$ cat src/rtl/core/frlc_pkg.sv
// Shared types, constants and request codes of the free-rectangle list carve block.
package frlc_pkg;

    localparam int MAX_FREE_RECTS = 64;
    localparam int IDX_W = $clog2(MAX_FREE_RECTS);
    localparam int CNT_W = $clog2(MAX_FREE_RECTS + 1);
    localparam int RAM_DEPTH = 2 * MAX_FREE_RECTS;
    localparam int RAM_AW = IDX_W + 1;
    localparam int CMP_W = (CNT_W > 6) ? CNT_W : 6;

    localparam int XY_W = 12;
    localparam int WH_W = 13;
    localparam int EDGE_W = 14;

    localparam int CFG_IDX_W = 1;
    localparam int CFG_DATA_W = 13;
    localparam logic [CFG_IDX_W-1:0] CFG_LAYER_WIDTH = 1'd0;
    localparam logic [CFG_IDX_W-1:0] CFG_LAYER_HEIGHT = 1'd1;
    localparam logic [WH_W-1:0] LAYER_SIZE_RST = 13'd2048;

    localparam logic [1:0] REQ_RESET = 2'd0;
    localparam logic [1:0] REQ_CARVE = 2'd1;
    localparam logic [1:0] REQ_READ = 2'd2;

    typedef struct packed {
        logic [1:0]      req_type;
        logic [XY_W-1:0] rect_x;
        logic [XY_W-1:0] rect_y;
        logic [WH_W-1:0] rect_w;
        logic [WH_W-1:0] rect_h;
        logic [5:0]      entry_index;
    } t_in_item;

    typedef struct packed {
        logic [6:0]      free_count;
        logic            entry_valid;
        logic [XY_W-1:0] entry_x;
        logic [XY_W-1:0] entry_y;
        logic [WH_W-1:0] entry_w;
        logic [WH_W-1:0] entry_h;
        logic            layer_empty;
        logic            overflow;
    } t_out_item;

    typedef struct packed {
        logic [XY_W-1:0] x;
        logic [XY_W-1:0] y;
        logic [WH_W-1:0] w;
        logic [WH_W-1:0] h;
    } t_rect;

    // occupied rectangle as edges
    typedef struct packed {
        logic [XY_W-1:0]   x;
        logic [XY_W-1:0]   y;
        logic [EDGE_W-1:0] xe;
        logic [EDGE_W-1:0] ye;
    } t_occ;

    // intersection of one free entry with the occupied rectangle
    typedef struct packed {
        logic [XY_W-1:0]   left;
        logic [XY_W-1:0]   top;
        logic [EDGE_W-1:0] right;
        logic [EDGE_W-1:0] bottom;
        logic [EDGE_W-1:0] fxe;
        logic [EDGE_W-1:0] fye;
        logic              overlap;
        logic [3:0]        need;   // left, right, top, bottom pieces
    } t_edges;

    typedef enum logic [2:0] {
        PK_KEEP,
        PK_LEFT,
        PK_RIGHT,
        PK_TOP,
        PK_BOTTOM
    } t_piece_kind;

    typedef enum logic [2:0] {
        ST_IDLE,
        ST_READ,
        ST_EDGE,
        ST_PIECE,
        ST_FINISH,
        ST_FETCH,
        ST_DONE
    } t_state;

endpackage

$ cat src/rtl/core/frlc_piece_unit.sv
// Shared edge compare and piece builder used for every entry of a carve.
module frlc_piece_unit (
    input  frlc_pkg::t_rect       i_entry,
    input  frlc_pkg::t_occ        i_occ,
    output frlc_pkg::t_edges      o_edges,
    input  frlc_pkg::t_edges      i_edges_r,
    input  frlc_pkg::t_piece_kind i_kind,
    output frlc_pkg::t_rect       o_piece
);
    import frlc_pkg::*;

    logic [EDGE_W-1:0] fx;
    logic [EDGE_W-1:0] fy;
    logic [EDGE_W-1:0] wa;
    logic [EDGE_W-1:0] wb;
    logic [EDGE_W-1:0] ha;
    logic [EDGE_W-1:0] hb;
    logic [EDGE_W-1:0] wd;
    logic [EDGE_W-1:0] hd;

    always_comb begin
        o_edges.fxe = {2'b00, i_entry.x} + {1'b0, i_entry.w};
        o_edges.fye = {2'b00, i_entry.y} + {1'b0, i_entry.h};
        o_edges.left = (i_entry.x > i_occ.x) ? i_entry.x : i_occ.x;
        o_edges.top = (i_entry.y > i_occ.y) ? i_entry.y : i_occ.y;
        o_edges.right = (o_edges.fxe < i_occ.xe) ? o_edges.fxe : i_occ.xe;
        o_edges.bottom = (o_edges.fye < i_occ.ye) ? o_edges.fye : i_occ.ye;
        o_edges.overlap = (o_edges.right > {2'b00, o_edges.left})
                       && (o_edges.bottom > {2'b00, o_edges.top});
        o_edges.need[0] = o_edges.left > i_entry.x;
        o_edges.need[1] = o_edges.right < o_edges.fxe;
        o_edges.need[2] = o_edges.top > i_entry.y;
        o_edges.need[3] = o_edges.bottom < o_edges.fye;
    end

    // one pair of subtractors serves all piece kinds
    always_comb begin
        fx = {2'b00, i_entry.x};
        fy = {2'b00, i_entry.y};
        o_piece.x = i_entry.x;
        o_piece.y = i_entry.y;
        wa = {1'b0, i_entry.w};
        wb = '0;
        ha = {1'b0, i_entry.h};
        hb = '0;
        case (i_kind)
            PK_LEFT: begin
                wa = {2'b00, i_edges_r.left};
                wb = fx;
            end
            PK_RIGHT: begin
                o_piece.x = i_edges_r.right[XY_W-1:0];
                wa = i_edges_r.fxe;
                wb = i_edges_r.right;
            end
            PK_TOP: begin
                o_piece.x = i_edges_r.left;
                wa = i_edges_r.right;
                wb = {2'b00, i_edges_r.left};
                ha = {2'b00, i_edges_r.top};
                hb = fy;
            end
            PK_BOTTOM: begin
                o_piece.x = i_edges_r.left;
                o_piece.y = i_edges_r.bottom[XY_W-1:0];
                wa = i_edges_r.right;
                wb = {2'b00, i_edges_r.left};
                ha = i_edges_r.fye;
                hb = i_edges_r.bottom;
            end
            default: begin
            end
        endcase
        wd = wa - wb;
        hd = ha - hb;
        o_piece.w = wd[WH_W-1:0];
        o_piece.h = hd[WH_W-1:0];
    end

endmodule

$ cat config.mk
export PLATFORM = sky130hd
export DESIGN_NAME = frlc_piece_unit
export DESIGN_NICKNAME = d
export VERILOG_FILES = /design/src/rtl/core/frlc_pkg.sv /design/src/rtl/core/frlc_piece_unit.sv
export SDC_FILE = /design/constraint.sdc
export NUM_CORES = 1
export LEC_CHECK = 0
export ABC_AREA = 1
export BUFFER_PORTS_ARGS = -buffer_cell sky130_fd_sc_hd__buf_4
export CAP_MARGIN = 10
export CORE_ASPECT_RATIO = 0.9
export CORE_MARGIN = 4
export CORE_UTILIZATION = 46
export DETAILED_ROUTE_END_ITERATION = 10
export PLACE_DENSITY_LB_ADDON = 0.12
export SYNTH_ARGS = -nofsm -noshare
export SYNTH_HDL_FRONTEND = slang
export SYNTH_SLANG_ARGS = --single-unit
$ cat constraint.sdc
create_clock -name vclk -period 3.9
set_input_delay 0.195 -clock vclk [all_inputs]
set_output_delay 0.195 -clock vclk [all_outputs]
set_load 0.01 [all_outputs]
==> metrics.txt <==
Final Worst Setup Slack -0.422 ns; Fin. Hold Viols 0; Ys Warns 0; CP max stage delay 0.34 ns; slowest cell on the critical path ha_1; via count 10223; unrepaired setup endpoints after global routing true; DIE WIDTH roughly 140 microns; met1 Track Usage GR approximately a third; num rows 43; met2 usage between 50% and 60%; failing checks negative setup slack; static leakage roughly 6.8 nW; DRC viols 0; worst relative slew slack approximately 49%; RD Place Congestion approximately 0.95; critical path's most frequent cell nand2_1; critical path class input port to output pin; die area 18000 sq um; synthesized instance count roughly 1200; hold_buf cts 0; Via density roughly 5.3; core area ~15000 sq um; Mapped Nets between 1500 and 2000; final cycle utilization of the critical path 111%; fmax approximately 0.23 GHz; first-pass GRT wire length 46.0 mm; # fillers around 1200; WP data required around 3.7 ns; Clock Buffer Count 0; largest net degree at the start of global routing 26; GRT Util Overall between 30% and 40%; Reg area 0 sq um; vias in the first global route ~10000; first drt pass iteration count 7; total congestion overflow 0; Seq Cell Count 0; post-route ant nets 0; final hold slack a little over 0.7 ns; Initial Util between 40% and 50%; sequential element share of the synthesized area 0%; Die H 128 microns; post-place setup slack -0.377 ns; status complete, but fails checks; count of port buffers added during placement about 320; Min Clock Period, post-route between 4 and 5 ns; hpwl dp 25.0 mm; Final setup viols 3; Slew Viols, Final 0; crit path capture type output pin; min-delay worst type input port to output pin; busiest grt layer met2; maxcap violations 0; GR Layer Usage met3 3.80%; Slew @ Worst Pin 0.757 ns; CP Launch Type input port; initial antenna violation count 0; Power Total approximately 3.5 mW; setup_tns -0.875 ns; diode count 0; routed len/inst 16.1 microns; Area growth, synth to finish 62.3%; Power Dens Cells between 200 and 300 nW/um^2; Yosys cell types 50; post-synthesis area per instance ~6.0 sq um; nets approximately 2100; Worst Path Arrival between 4 and 5 ns; peak supply drop about 0.26 mV; crit-path max FO 9; Mapped Area between 7000 and 8000 sq um; IO Count 325; final wirelength just over 30 mm; first-iteration detailed-routing DRC count around 600; share of layout cells above drive strength 1 about two fifths
## cell usage after synthesis, types with 6 or more instances
cell type,count,area share [%]
nand2_1,326,17
inv_1,223,11
ha_1,172,29
a21oi_1,91,6.2
o21ai_0,66,4.5
nand3_1,60,4.1
nor2_1,52,2.7
xor2_1,31,3.7
o21ai_2,26,3.1
o21ai_1,25,1.7
a22oi_1,19,1.9
nand4_1,19,1.6
inv_2,15,0.77
buf_2,11,0.75
o21bai_1,10,1.0
o21a_1,7,0.72
clkbuf_1,6,0.31
## kinds of logic after synthesis
kind of cell | count (synthesis) | synth area share (%)
AOI/OAI and AO/OA | 276 | 23.4
xor gates and xnor gates | 37 | 4.63
adders and majority gates | 176 | 30.5
buffers and inverters | 260 | 13.9
and+or+nand+nor | 482 | 27.7
## final cells by class
type | count | area, sq um | area share [%]
tap | 202 | 253 | 2.12
timing repair buffer | 505 | 3880 | 32.6
multi-input combinational | 971 | 6860 | 57.6
inverter | 238 | 908 | 7.63
## critical path: cells and delay by family
family                   cells  cell delay (ns)
AO/OA/AOI/OAI                5             0.72
adder cells (fa/ha/maj)      3             0.93
AND/OR/NAND/NOR             17             1.71
buffers and inverters        4             0.54
## per-layer routing
layer / up-vias / wire length, microns / part of all wire [%]
li1: 5052 / - / -
met1: 4595 / 11600 / 38
met2: 456 / 15500 / 50
met3: 120 / 2150 / 7.0
met4: 0 / 1580 / 5.1
met5: - / 0 / 0
## timing repair
item / CTS / global route
pin swaps: 16 / 50
resized for setup: 40 / 70
setup buffers: 22 / 8
gates cloned: 0 / 1
endpoints found under the setup margin: 3 / 4
## where the power goes
part           total (mW)  internal, mW  switching [mW]
sequential              0             0               0
combinational        3.50          1.68            1.83
clock                   0             0               0
total                3.50          1.68            1.83
## final timing paths
path	startpoint	end	slack, ns	depth (start not counted)
max	i_entry[17]	o_edges[4]	-0.42	29
min	i_edges_r[41]	o_piece[34]	0.71	4
## stage by stage
step                      cell area [sq um]  utilization, %  std cells
after detailed placement              11100            71.9       1888
after global routing                  11900            76.8       1916
after global placement                11100            71.9       1888
final                                 11900            76.8       1916
after floorplan                        7430               -       1231
after CTS                             11500            74.0       1910
## placed cells by master, fill, tap and decap left out, types with 22 or more instances in the layout
cell type | netlist | final
a21oi_1 | 91 | 72
buf_4 | 2 | 489
ha_1 | 172 | 156
inv_1 | 223 | 222
nand2_1 | 326 | 312
nand3_1 | 60 | 55
nor2_1 | 52 | 42
o21ai_0 | 66 | 50
o21ai_1 | 25 | 22
o21ai_2 | 26 | 42
xor2_1 | 31 | 26
Power figures use the tool's default switching activity.
